<file path="config.mk">
export PLATFORM = sky130hd
export DESIGN_NAME = vpt_ctrl
export DESIGN_NICKNAME = d
export VERILOG_FILES = /design/src/sv/vpt_pkg.sv /design/src/sv/vpt_ctrl.sv
export SDC_FILE = /design/constraint.sdc
export NUM_CORES = 1
export LEC_CHECK = 0
export ABC_AREA = 1
export BUFFER_PORTS_ARGS = -buffer_cell sky130_fd_sc_hd__buf_2
export CAP_MARGIN = 15
export CORE_UTILIZATION = 35
export CTS_BUF_LIST = sky130_fd_sc_hd__clkbuf_2 sky130_fd_sc_hd__clkbuf_4 sky130_fd_sc_hd__clkbuf_8
export DETAILED_ROUTE_END_ITERATION = 8
export GPL_TIMING_DRIVEN = 0
export PLACE_DENSITY_LB_ADDON = 0.2
export SETUP_SLACK_MARGIN = 0.3
export SLEW_MARGIN = 15
export SYNTH_ARGS = -nofsm -noshare
export SYNTH_HDL_FRONTEND = slang
export SYNTH_SLANG_ARGS = --single-unit
</file>
<file path="constraint.sdc">
create_clock -name clk -period 1.2 [get_ports clk]
set_input_delay 0.24 -clock clk [delete_from_list [all_inputs] [get_ports clk]]
set_output_delay 0.24 -clock clk [all_outputs]
set_load 0.1 [all_outputs]
</file>
<file path="src/sv/vpt_pkg.sv">
// Package: payload types, controller/datapath command types and constants.
package vpt_pkg;

  localparam int FRAC_BITS_DEF = 16;

  localparam logic OP_LOAD = 1'b0;
  localparam logic OP_XFORM = 1'b1;

  localparam logic [1:0] SEL_MODEL = 2'd0;
  localparam logic [1:0] SEL_VIEWPROJ = 2'd1;
  localparam logic [1:0] SEL_VIEWPORT = 2'd2;

  typedef struct packed {
    logic op;
    logic [1:0] matrix_sel;
    logic [3:0] entry_index;
    logic signed [31:0] entry_value;
    logic signed [31:0] pos_x;
    logic signed [31:0] pos_y;
    logic signed [31:0] pos_z;
    logic signed [31:0] tex_s;
    logic signed [31:0] tex_t;
  } in_item_t;

  typedef struct packed {
    logic signed [31:0] screen_x;
    logic signed [31:0] screen_y;
    logic signed [31:0] screen_z;
    logic signed [31:0] out_s;
    logic signed [31:0] out_t;
    logic w_zero;
  } out_item_t;

  // Dot-product phase selects operand sources.
  localparam logic [1:0] PH_COMB = 2'd0;
  localparam logic [1:0] PH_HOM = 2'd1;
  localparam logic [1:0] PH_NRM = 2'd2;
  localparam logic [1:0] PH_SCR = 2'd3;

  typedef struct packed {
    logic load;       // capture input item
    logic mat_wr;     // write matrix entry
    logic mac_clr;    // clear accumulator
    logic mac_en;     // accumulate one product
    logic [1:0] phase;
    logic [3:0] row;  // result index
    logic [1:0] k;    // term index
    logic store;      // store saturated result
    logic div_start;
    logic finish;     // capture result into output register
  } cmd_t;

  typedef struct packed {
    logic div_busy;
    logic w_zero;
  } sts_t;

  function automatic logic signed [31:0] sat32(input logic signed [63:0] x);
    logic signed [31:0] r;
    if (x > 64'sd2147483647) r = 32'sh7fffffff;
    else if (x < -64'sd2147483648) r = 32'sh80000000;
    else r = x[31:0];
    return r;
  endfunction

endpackage

</file>
<file path="src/sv/vpt_ctrl.sv">
// Controller: sequences matrix product, transform, reciprocal, scale and viewport.
module vpt_ctrl (
  input  logic clk,
  input  logic rst,
  input  logic in_valid,
  input  logic in_op,
  input  logic out_busy,
  input  vpt_pkg::sts_t sts,
  output logic in_stall,
  output vpt_pkg::cmd_t cmd
);

  localparam logic [2:0] S_IDLE = 3'd0;
  localparam logic [2:0] S_DOT  = 3'd1;
  localparam logic [2:0] S_DIVS = 3'd2;
  localparam logic [2:0] S_DIVW = 3'd3;
  localparam logic [2:0] S_DONE = 3'd4;

  logic [2:0] state, state_next;
  logic [1:0] phase, phase_next;
  logic [3:0] row, row_next;
  logic [2:0] k, k_next;

  logic [3:0] last_row;
  assign last_row = (phase == vpt_pkg::PH_COMB) ? 4'd15 : 4'd3;

  assign in_stall = (state != S_IDLE);

  always_comb begin
    state_next = state;
    phase_next = phase;
    row_next = row;
    k_next = k;
    cmd = '0;
    cmd.phase = phase;
    cmd.row = row;
    cmd.k = k[1:0];
    case (state)
      S_IDLE: begin
        if (in_valid) begin
          cmd.load = 1'b1;
          if (in_op == vpt_pkg::OP_LOAD) begin
            cmd.mat_wr = 1'b1;
          end else begin
            state_next = S_DOT;
            phase_next = vpt_pkg::PH_COMB;
            row_next = 4'd0;
            k_next = 3'd0;
            cmd.mac_clr = 1'b1;
          end
        end
      end
      S_DOT: begin
        if (k == 3'd4 || (phase == vpt_pkg::PH_NRM && k == 3'd1)) begin
          cmd.store = 1'b1;
          cmd.mac_clr = 1'b1;
          k_next = 3'd0;
          if (row == last_row) begin
            row_next = 4'd0;
            case (phase)
              vpt_pkg::PH_COMB: phase_next = vpt_pkg::PH_HOM;
              vpt_pkg::PH_HOM: state_next = S_DIVS;
              vpt_pkg::PH_NRM: phase_next = vpt_pkg::PH_SCR;
              default: state_next = S_DONE;
            endcase
          end else begin
            row_next = row + 4'd1;
          end
        end else begin
          cmd.mac_en = 1'b1;
          k_next = k + 3'd1;
        end
      end
      S_DIVS: begin
        if (sts.w_zero) begin
          state_next = S_DONE;
        end else begin
          cmd.div_start = 1'b1;
          state_next = S_DIVW;
        end
      end
      S_DIVW: begin
        if (!sts.div_busy) begin
          state_next = S_DOT;
          phase_next = vpt_pkg::PH_NRM;
          row_next = 4'd0;
          k_next = 3'd0;
          cmd.mac_clr = 1'b1;
        end
      end
      S_DONE: begin
        if (!out_busy) begin
          cmd.finish = 1'b1;
          state_next = S_IDLE;
        end
      end
      default: state_next = S_IDLE;
    endcase
  end

  always_ff @(posedge clk) begin
    if (rst) begin
      state <= S_IDLE;
      phase <= vpt_pkg::PH_COMB;
      row <= 4'd0;
      k <= 3'd0;
    end else begin
      state <= state_next;
      phase <= phase_next;
      row <= row_next;
      k <= k_next;
    end
  end

endmodule

</file>
-- Yosys cells after proc, flatten, opt, wreduce, memory -nomap -nowiden
Cells that the tools add are included.
- flip-flop bits (word level): 12
- bits of input ports: 7
- output and inout bits: 16
- add/sub/neg operators: 2
- equality and inequality tests: 17
- mux-type cells: 42
- reductions and logical operators: 11
- operators by type and width (operator ; number):
    3-bit two-way mux ; 12
    4-bit two-way mux ; 6
    3-bit case mux with 5 select lines ; 1
    2-bit inequality test (second input constant) ; 7
    7-bit AND reduction ; 2
    2-bit two-way mux ; 6
    4-bit case mux with 3 select lines ; 1
    1-bit two-way mux ; 11
    3-bit case mux with 3 select lines ; 1
    3-bit by 1-bit equality test with 1-bit output (second input constant) ; 2
    3-bit by 2-bit equality test with 1-bit output (second input constant) ; 2
    3-bit equality test (second input constant) ; 2
    2-bit case mux with 3 select lines ; 1
    3-bit case mux with 2 select lines ; 1
    3-bit nonzero test ; 2
    5-bit AND reduction ; 1
    4-bit by 1-bit adder with 4-bit output (second input constant) ; 1
    4-bit equality test ; 1
    2-bit case mux with 2 select lines ; 1
    4-bit AND reduction ; 1
    3-bit by 1-bit adder with 3-bit output (second input constant) ; 1
    3-bit logical NOT ; 1
    3-bit inequality test (second input constant) ; 1
    1-bit case mux with 3 select lines ; 1
    6 further kinds ; 6

-- Depth between registers and ports, before layout
Gate-level depths: netlist of the first run.
- word-level depth: 6
- mapped depth: 10

-- Least setup slack after synthesis of the first run
No wires, ideal clock.
- kind: flip-flop to output port
- from: register state[1]
- to: output port cmd[0] in the netlist's numbering
- arrival: 3.317 ns
- path slack: -2.357 ns
- stages on the path, launching flop included: 2
- buffers on the path: 0
- cells stage by stage: dfxtp_1 > nor4_1
- RTL lines (item ; line ; RTL):
    start, declared ; vpt_ctrl.sv:19 ; logic [2:0] state, state_next;
    start signal, assigned ; vpt_ctrl.sv:108 ; state <= state_next;
    end, declared ; vpt_ctrl.sv:10 ; output vpt_pkg::cmd_t cmd

==> results of run 1 <==
-- area by class of cell --
| type | instances | area (um^2) | share of cell area, % |
|---|---|---|---|
| multi-input combinational | 105 | 758.2 | 42.14 |
| buffer | 2 | 18.77 | 1.043 |
| clock buffer | 4 | 36.28 | 2.017 |
| timing repair buffer | 47 | 583.1 | 32.41 |
| sequential | 12 | 279.0 | 15.51 |
| tap | 28 | 35.03 | 1.947 |
| inverter | 18 | 88.84 | 4.937 |
-- timing repair --
action,CTS,global route
pin swaps,15,12
gates cloned,1,0
endpoints found under the setup margin,28,28
setup buffers,17,7
gates resized for setup,96,19
-- Yosys cell counts --
master and n:
nand2_1 37, nor2_1 18, inv_1 16, nand3_1 13
dfxtp_1 12, a21oi_1 9, nor2_2 5, ha_1 4
nor2_4 4, nand4_1 3, o21ai_1 3, buf_4 2
nand2_4 2, a22oi_1 1, inv_2 1, inv_4 1
nand2_2 1, nor3_1 1, nor4_1 1, o21ai_0 1
o21ai_4 1, xor2_1 1
-- worst reg2reg max path: stages (launching register included) --
cell     delay [ns]
dfxtp_2        0.34
inv_2          0.05
ha_2           0.17
nand2_2        0.07
nor2_4         0.05
o21ai_4        0.20
nand2_4        0.10
buf_6          0.13
buf_6          0.10
buf_6          0.12
o21ai_2        0.04
nand2_1        0.05
nor2_1         0.09
-- logic make-up after synthesis --
kind of cell               share of synthesized area (%)
AOI/OAI and AO/OA                                  10.10
xor gates and xnor gates                          0.9959
adders and majority gates                          5.690
buffers and inverters                              9.673
DFF                                                27.31
and+or+nand+nor                                    46.23
-- sequential cells by signal, indices dropped and copies added, names as in the netlist --
register and count:
state 3, k 3, phase 2, row 4
-- cells in the final DEF, fill, tap and decap left out --
cell type and instances:
o21ai_0 1, nand4_1 3, nand2_4 4, buf_12 16
dfxtp_2 1, nand2_2 9, nor2_1 14, nand2_8 1
clkinvlp_4 3, o21ai_2 3, a21oi_2 3, clkbuf_8 1
ha_1 1, xor2_1 1, a21oi_1 5, buf_2 6
dfxtp_1 1, nand3_2 3, buf_8 1, a21oi_4 1
ha_4 2, buf_4 15, a22oi_1 1, dfxtp_4 10
inv_1 7, nor2_2 1, inv_4 4, o21ai_4 1
nor4_4 1, inv_2 4, ha_2 1, nand3_1 10
nor2_4 12, nor3_4 1, clkbuf_4 3, buf_6 11
nand2_1 26
-- per-stage QoR --
stage          cells  cell area, um^2  worst slack [ns]  utilization, %  total power, W
2_1_floorplan    137             1020           -0.5810               -        0.001962
3_3_place_gp     187             1165           -0.6060           50.71        0.002177
3_5_place_dp     187             1165           -0.6129           50.71        0.002198
4_1_cts          209             1677           -0.5586           72.98        0.003361
5_1_grt          216             1799           -0.6319           78.32        0.003820
6_report         216             1799           -0.5653           78.32        0.003647
-- power breakdown --
part / total (W) / switching, W / internal, W
Sequential: 0.000582 / 0.000117 / 0.000465
Combinational: 0.00272 / 0.00158 / 0.00114
Clock: 0.000340 / 0.000155 / 0.000185
Total: 0.00365 / 0.00185 / 0.00179
-- worst max path at each step --
stage	start	endpoint	slack [ns]
after detailed placement	state[2]	cmd[12]	-0.61
final	k[1]	cmd[2]	-0.57
after floorplan	state[2]	cmd[13]	-0.58
after CTS	k[0]	cmd[2]	-0.56
after global placement	state[2]	cmd[12]	-0.61
after global routing	k[1]	cmd[11]	-0.63
-- routing by layer --
layer	part of all wire, %	routed length [um]
met1	42	1237
met2	51	1503
met3	4.1	119
met4	2.3	66
met5	0	0
==> impl_metrics.ini, run 1 <==
[global_route]
grt_antenna_before_repair = 0
grt_pass1_vias = 1047
grt_pass1_wl_um = 4609
grt_max_degree = 8
grt_use_met3_pct = 5.556
grt_overflow = 0
grtUsageTotal_pct = 22.92
met2_usage_pct = 41.24
grt-busiest-layer = met2
grt_use_met1_pct = 27.59

[timing]
period_needed_ns = 1.765
drv_slew = 0
setup_viol = 22
hold_viol = 0
worstMarginPinSlew_ns = 0.2265
maxSlewHeadroom_pct = 84.90
setup-tns-final_ns = -7.254
fmax_ghz = 0.5665
rsz0062_at_grt = true
fin_crit_sh_pct = 147.1
skew_ns = 0.01100
hold_slack_ns = 0.2567
timing.final.ws_setup_ns = -0.5653

[detailed_routing]
vias_per_cell = 5.005
drtIter0Drc = 14
wl_per_cell_um = 13.55
drt_pass1_iterations = 4
wl_um = 2927
vias = 1081
antenna_left = 0
post-route-drc-count = 0

[critical_path]
path_depth = 7
critPathCaptureType = output port
critPathBufInv = 3
r2r_cells = 12
cp-start-kind = flip-flop
crit_family = buffers and inverters
arrival_ns = 1.53
reg2reg_from = k[1]
worst_path_max_delay_cell = dfxtp_2
worstReg2RegEnd = row[3]
path_cells = inv_2 -> ha_2 -> nand2_2 -> nor2_4 -> o21ai_4 -> clkinvlp_4 -> buf_12
cp_slowest_stage_delay_ns = 0.34
crit_required_ns = 0.96
r2r_slack_ns = -0.39
path_class = reg2out
cp_max_fo = 2

[final_layout]
syn2layout_area_growth_pct = 104.6
num_antenna_cells = 0
n_fill_cell = 148
drive_gt1_share_pct = 62.77
fin_nets = 200

[synth]
netlist_instances = 137
synth.net_count = 148
synth_area_per_cell_um2 = 6.420
ys_seq_area_share_pct = 27.31
synth_area_leaders = dfxtp_1 (27%), nand2_1 (16%), nor2_1 (7.7%)
synth_seq_cells = 12
synthDistinctLibCells = 22
netlist_area_um2 = 879.6
synth_top_area_cell = dfxtp_1
synth_warnings = 0
synth_top_area_share_pct = 27.31

[placed_design]
port_buffers = 22
dp_hpwl_um = 1679
place.gp.congestion = 0.9003

[status]
violations = setup timing
outcome = complete, but fails checks

[job]
max_cap_viol_count = 0

[worst_hold_path]
min-delay-start = rst
whs_path_depth = 2
worstHoldPathType = in2reg
whs_endpoint = phase[1]

[floorplan]
die_x_um = 52.13
die_area_mm2 = 0.002718
rows = 17
start_util_pct = 38.29
fp.dieH_um = 52.13
placeableCoreArea_mm2 = 0.002297
io_pins = 23

[cts]
hold_buffers = 0
clockBufferDepth = 2
clkTransAtPathRegs_ns = 0.09
cts_htree_levels = 1
clock-sinks = 12
clock_latency_ns = 0.29
root_buffer = clkbuf_4
cts_made_buffers = 3
cts_tree = done

[pwr]
p_leak_nw = 0.7283
p_per_area_mw_per_mm2 = 2027
max-vdd-ir-drop_mv = 2.306
(Power assumes the default switching activity.)
==> run 2, diff against run 1 <==
Settings changed: ABC_AREA 1 to unset.
==> run 2 against run 1 <==
Against the previous run:
- the flow still finishes with violations (setup timing)
- non-clock buffer count is 15 higher
- register-to-register slack got worse by 0.26 ns
- fmax shrank 7.6%
- sequential share of layout area fell by 0.84 points
- critical endpoint unchanged
- largest power group unchanged
- highest routed layer unchanged
==> impl_metrics.ini, run 2 <==
[placed_design]
pre_cts_ws_ns = -0.7293
place.gp.congestion = 0.7510
postPlaceCellArea_mm2 = 0.001147
port_buffers = 22
dp_hpwl_um = 1591

[timing]
hold_slack_ns = 0.2882
timing.final.ws_setup_ns = -0.7107
period_needed_ns = 1.911
drv_slew = 0
hold_viol = 0
worstMarginPinSlew_ns = 0.5985
fin_crit_sh_pct = 159.2
skew_ns = 0.005626
fmax_ghz = 0.5234
rsz0062_at_grt = true
maxSlewHeadroom_pct = 60.10
setup_viol = 22

[synth]
synth_top_area_share_pct = 29.68
synth_seq_cells = 12
synth_area_per_cell_um2 = 7.784
ys_async_sr_fraction_pct = 0
synthDistinctLibCells = 38
synth_common_cells = nor2_1 (13), dfxtp_1 (12), a21oi_1 (10)
synth_area_leaders = dfxtp_1 (30%), a21oi_1 (6.2%), ha_1 (6.2%)
ys_seq_area_share_pct = 29.68
synth_top_area_cell = dfxtp_1
synth_warnings = 0
netlist_area_um2 = 809.5
yosysMostFrequentCell = nor2_1
ys.flop_type = dfxtp_1
synth.net_count = 115
netlist_instances = 104
synth_edf_count = 0

[status]
violations = setup timing
outcome = complete, but fails checks

[detailed_routing]
wl_met2_um = 1803
wl_per_cell_um = 17.39
post-route-drc-count = 0
wl_met1_um = 1352
wl_um = 3338
antenna_left = 0
vias_per_cell = 5.500
drt_pass1_iterations = 4
top_layer = met4
drtIter0Drc = 23
dr_wl_met3_um = 123
vias = 1056

[final_layout]
largestRegisters = row: 4 flops, k: 3 flops, state: 3 flops
top_register = row
num_antenna_cells = 0
syn2layout_area_growth_pct = 134.9
layout_commonest_cell = buf_6
final_cell_mix = buf_6 (23), buf_12 (15), buf_4 (14)
final_cell_area_mm2 = 0.001902
drive_gt1_share_pct = 71.34
largest_reg_flops = 4
fin_nets = 177

[pwr]
p_leak_nw = 0.7420
p_total_w = 0.002134
p_per_area_mw_per_mm2 = 1122
max-vdd-ir-drop_mv = 0.9856

[critical_path]
worst_path_max_delay_cell = dfxtp_4
cp_slowest_stage_delay_ns = 0.39
cp_max_fo = 5
critPathCaptureType = output port
path_cells = or3b_4 -> buf_6 -> a21oi_4 -> buf_6 -> buf_12
crit_top_cell = buf_6
path_class = reg2out
arrival_ns = 1.67
crit_family = buffers and inverters
cp-start-kind = flip-flop
critPathBufInv = 3
crit_required_ns = 0.96

[floorplan]
io_pins = 23
start_util_pct = 36.95
die_x_um = 50.09
fp.dieH_um = 50.09
placeableCoreArea_mm2 = 0.002191
rows = 17
die_area_mm2 = 0.002509

[cts]
cts_tree = done
clockBufferDepth = 2
cts_htree_levels = 1
clock-sinks = 12
cts_made_buffers = 3
clock_latency_ns = 0.28
clkTransAtPathRegs_ns = 0.07
root_buffer = clkbuf_4

[global_route]
grt_pass1_wl_um = 4933
grt_antenna_before_repair = 0
grt_overflow = 0
grtUsageTotal_pct = 25.85
grt_pass1_vias = 1058
grt_max_degree = 11

[worst_hold_path]
worstHoldPathType = in2reg

[job]
max_cap_viol_count = 0
run 2: cell count changes in the layout (fill, tap and decap cells not counted), sizes merged, moves of 10 or more:
cell	previous run	this run
nor2	27	14
inv	15	4
buf	49	61
nand2	40	8
nand3	13	3
run 2: routing by layer:
| metal | vias up | GRT usage, % |
|---|---|---|
| li1 | 498 | - |
| met5 | - | 0 |
| met2 | 25 | 48.22 |
| met4 | 0 | 4.762 |
| met1 | 526 | 29.80 |
| met3 | 7 | 5.247 |
run 2: cells by family after synthesis:
| family | count (synthesis) | share of synthesized area (%) |
|---|---|---|
| AND/OR/NAND/NOR | 49 | 33.23 |
| adder cells (fa/ha/maj) | 4 | 6.183 |
| XOR/XNOR | 2 | 2.164 |
| buffers and inverters | 12 | 7.418 |
| AO/OA/AOI/OAI | 25 | 21.33 |
| flip-flops | 12 | 29.68 |
run 2: path summary, 6_finish.rpt:
check                           startpoint        to  slack, ns  cells past startpoint
worst min register to register      row[0]    row[0]       0.52                      2
worst min-delay path                   rst  state[0]       0.29                      3
worst max register to register    state[0]    row[2]      -0.65                      9
worst max-delay path              state[0]    cmd[2]      -0.71                      5
run 2: stage by stage:
step           setup TNS [ns]  instances  utilization, %
3_3_place_gp           -6.148        154           52.37
6_report               -10.22        192           86.81
3_5_place_dp           -6.528        154           52.37
2_1_floorplan          -11.67        104               -
5_1_grt                -10.88        192           86.81
4_1_cts                -8.269        180           78.93
run 2: what timing repair did:
item	CTS	global route
setup endpoints to repair	28	28
resized for setup	97	22
pin swaps	18	10
hold buffers	0	0
setup buffers	23	12
run 2: worst register-to-register path, stage by stage (launching register included):
cell and delay (ns):
dfxtp_4 0.39, or3b_4 0.39, buf_6 0.14, a21oi_4 0.18
nor2_4 0.09, buf_6 0.12, buf_6 0.10, buf_6 0.12
o21ai_2 0.12, a21oi_1 0.07
run 2: power by group:
| part | internal (W) | switching, W |
|---|---|---|
| logic | 0.000637 | 0.000777 |
| registers | 0.000420 | 0.0000474 |
| clock network | 0.000116 | 0.000135 |
| total | 0.00117 | 0.000960 |
run 2: final cells by class:
class	instances	area, um^2
tap	28	35.03
inverter	5	36.28
buffer	7	91.34
sequential	12	279.0
timing repair buffer	57	690.7
fill	110	289.0
multi-input combinational	80	747.0
clock buffer	3	22.52
==> run 3, diff against run 2 <==
Settings changed: CORE_UTILIZATION 35 to 47, HOLD_SLACK_MARGIN set to 0.02.
==> run 3 against run 2 <==
Against the previous run:
- the flow now stops in 4_1_cts
- synthesized cell count unchanged
- synthesized area stayed put
==> impl_metrics.ini, run 3 <==
[status]
haltStage = 4_1_cts
tool.error = [ERROR DPL-0038] Utilization greater than 100%, impossible to legalize
outcome = stopped before the end

[placed_design]
place.gp.congestion = 0.7506
port_buffers = 22
place_inst = 142
dp_hpwl_um = 1560

[synth]
ys_seq_area_share_pct = 29.68
synthDistinctLibCells = 38
synth_warnings = 0
synth_common_cells = nor2_1 (13), dfxtp_1 (12), a21oi_1 (10)
synth_edf_count = 0
synth.net_count = 115
synth_top_area_cell = dfxtp_1
yosysMostFrequentCell = nor2_1
netlist_area_um2 = 809.5
synth_area_leaders = dfxtp_1 (30%), a21oi_1 (6.2%), ha_1 (6.2%)
ys_async_sr_fraction_pct = 0
synth_top_area_share_pct = 29.68
synth_seq_cells = 12
netlist_instances = 104
ys.flop_type = dfxtp_1
synth_area_per_cell_um2 = 7.784

[floorplan]
rows = 14
fp.dieH_um = 43.50
start_util_pct = 51.93
die_x_um = 43.50
io_pins = 23

[cts]
cts_made_buffers = 3
ctsResizeCount = 99
hold_buffers = 0
root_buffer = clkbuf_4
clock-sinks = 12
clockBufferDepth = 2
cts_htree_levels = 1
cts_setup_buffers = 21
[run 3: cell counts after synthesis]
Identical to the previous run, type by type.
[run 3: metrics by stage]
| step | setup slack (ns) | TNS (ns) | hold slack [ns] | area, um^2 |
|---|---|---|---|---|
| 3_3_place_gp | -0.7081 | -5.856 | 0.4792 | 1132 |
| 3_5_place_dp | -0.7199 | -6.448 | 0.4853 | 1132 |
| 2_1_floorplan | -0.9082 | -11.67 | 0.4096 | 1002 |
[run 3: logic make-up after synthesis]
logic type / Yosys count / share of synthesized area (%)
adder cells (fa/ha/maj): 4 / 6.183
AND/OR/NAND/NOR: 49 / 33.23
AO/OA/AOI/OAI: 25 / 21.33
flip-flops: 12 / 29.68
XOR/XNOR: 2 / 2.164
buffers and inverters: 12 / 7.418
==> run 4, diff against run 3 <==
Settings changed: CORE_AREA set to 2 2 63 65, CORE_UTILIZATION 47 to unset, CTS_BUF_LIST sky130_fd_sc_hd__clkbuf_2 sky130_fd_sc_hd__clkbuf_4 sky130_fd_sc_hd__clkbuf_8 to unset, DIE_AREA set to 0 0 65 67, HOLD_SLACK_MARGIN 0.02 to unset, PLACE_DENSITY_LB_ADDON 0.2 to 0.15, SETUP_SLACK_MARGIN 0.3 to unset.
Clock period 1.2 ns to 1.6 ns, I/O delays scaled along.
==> run 4 against run 3 <==
Against the previous run:
- the flow now finishes, with violations (setup timing)
==> impl_metrics.ini, run 4 (same netlist as run 2, synthesis figures left out) <==
[critical_path]
arrival_ns = 1.53
worst_path_max_delay_cell = or3_4
critPathCaptureType = output port
r2r_slack_ns = -0.02
r2r_cells = 8
cp_slowest_stage_delay_ns = 0.42
worstReg2RegEnd = k[0]
reg2reg_from = state[1]
path_cells = clkbuf_16 -> or3_4 -> nor3_4 -> buf_12
crit_required_ns = 1.28
path_class = reg2out
cp-start-kind = flip-flop
cp_max_fo = 3

[final_layout]
syn2layout_area_growth_pct = 104.3
final_cell_mix = buf_2 (14), buf_4 (11), buf_6 (11)
largestRegisters = row: 4 flops, k: 3 flops, state: 3 flops
finish.utilization_pct = 45.87
largest_reg_flops = 4
num_antenna_cells = 0
final_cell_area_mm2 = 0.001654
fin_nets = 163
drive_gt1_share_pct = 64.90
fin_cells = 199
top_register = row
layout_commonest_cell = buf_2

[cts]
hold_buffers = 0
root_buffer = clkbuf_8
clkTransAtPathRegs_ns = 0.06
clock-sinks = 12
clockBufferDepth = 2
cts_htree_levels = 1
cts_made_buffers = 3
clock_latency_ns = 0.24
cts_tree = done

[detailed_routing]
post-route-drc-count = 0
vias_per_cell = 4.759
dr_wl_met3_um = 106
top_layer = met4
drtIter0Drc = 47
drt_pass1_iterations = 4
antenna_left = 0
wl_met2_um = 1396
wl_um = 2801
vias = 947
wl_met1_um = 1267
wl_per_cell_um = 14.08

[worst_hold_path]
whs_endpoint = state[0]
whs_path_depth = 3
worstHoldPathType = in2reg
min-delay-start = rst

[timing]
drv_slew = 0
setup_viol = 10
skew_ns = 0.004902
hold_viol = 0
period_needed_ns = 1.852
hold_slack_ns = 0.3917
fmax_ghz = 0.5400
worstMarginPinSlew_ns = 0.5829
maxSlewHeadroom_pct = 61.14
timing.final.ws_setup_ns = -0.2520
fin_crit_sh_pct = 115.7
rsz0062_at_grt = true

[floorplan]
fp.dieH_um = 67
die_x_um = 65
placeableCoreArea_mm2 = 0.003606
die_area_mm2 = 0.004355
rows = 22
start_util_pct = 22.45
io_pins = 23

[pwr]
power_switching_w = 0.0007022
power.share.combinational_pct = 59.7
pwr-share-seq_pct = 21.9
clkPwrFrac_pct = 18.3
cell_internal_pwr_w = 0.0008967
max-vdd-ir-drop_mv = 0.4787
p_leak_nw = 0.6460
p_per_area_mw_per_mm2 = 966.6
swShare_pct = 43.92

[global_route]
grt_overflow = 0
grt_pass1_wl_um = 4333
grt_pass1_vias = 925
grt_antenna_before_repair = 0
grtUsageTotal_pct = 13.12
grt_max_degree = 11

[placed_design]
postPlaceCellArea_mm2 = 0.001154
place_inst = 174
port_buffers = 22
place.gp.congestion = 0.7342
dp_hpwl_um = 1721

[status]
violations = setup timing
outcome = complete, but fails checks

[job]
max_cap_viol_count = 0
-- run 4: critical path: cells and delay by family, from the launching register on --
family                 cells  cell delay [ns]
buffers and inverters      2             0.34
and+or+nand+nor            2             0.59
DFF                        1             0.36
-- run 4: metal layers --
metal | track usage, % | vias to the layer above
met1 | 15.99 | 450
met3 | 3.209 | 4
met4 | 3.191 | 0
met2 | 23.07 | 20
li1 | - | 473
met5 | 0 | -
-- run 4: per-stage QoR --
stage | total power (W) | TNS [ns] | worst slack (ns)
floorplan | 0.0009021 | -5.261 | -0.5882
global placement | 0.0009957 | -1.174 | -0.4250
detailed placement | 0.001003 | -1.204 | -0.4137
CTS | 0.001506 | -1.900 | -0.3311
global route | 0.001670 | -2.026 | -0.2841
finish | 0.001599 | -1.543 | -0.2520
-- run 4: worst max-delay path by stage --
stage	startpoint	end	slack (ns)	depth (start not counted)
floorplan	state[2]	cmd[13]	-0.59	3
global placement	state[0]	cmd[12]	-0.42	6
detailed placement	state[0]	cmd[12]	-0.41	6
CTS	state[1]	cmd[12]	-0.33	6
global route	state[2]	cmd[13]	-0.28	4
finish	state[2]	cmd[13]	-0.25	4
-- run 4: layout make-up --
cell class                      instances  area (um^2)
Fill cell                             345         1952
Multi-Input combinational cell         80        716.9
Timing Repair Buffer                   44        451.7
Sequential cell                        12        274.0
Buffer                                  6        72.57
Tap cell                               48        60.06
Clock buffer                            4        45.04
Inverter                                5        33.78
-- run 4: what timing repair did --
action	4_1_cts	5_1_grt
hold endpoints to repair	0	0
gates resized for setup	40	29
setup endpoints to repair	11	17
pin swaps	5	11
buffers inserted	16	6
-- run 4: power by group through the flow --
stage / registers [W] / clock network, W / logic, W
finish: 0.000351 / 0.000293 / 0.000955
global route: 0.000354 / 0.000321 / 0.000994
CTS: 0.000340 / 0.000308 / 0.000858
detailed placement: 0.000351 / 0 / 0.000652
global placement: 0.000352 / 0 / 0.000644
floorplan: 0.000355 / 0 / 0.000547
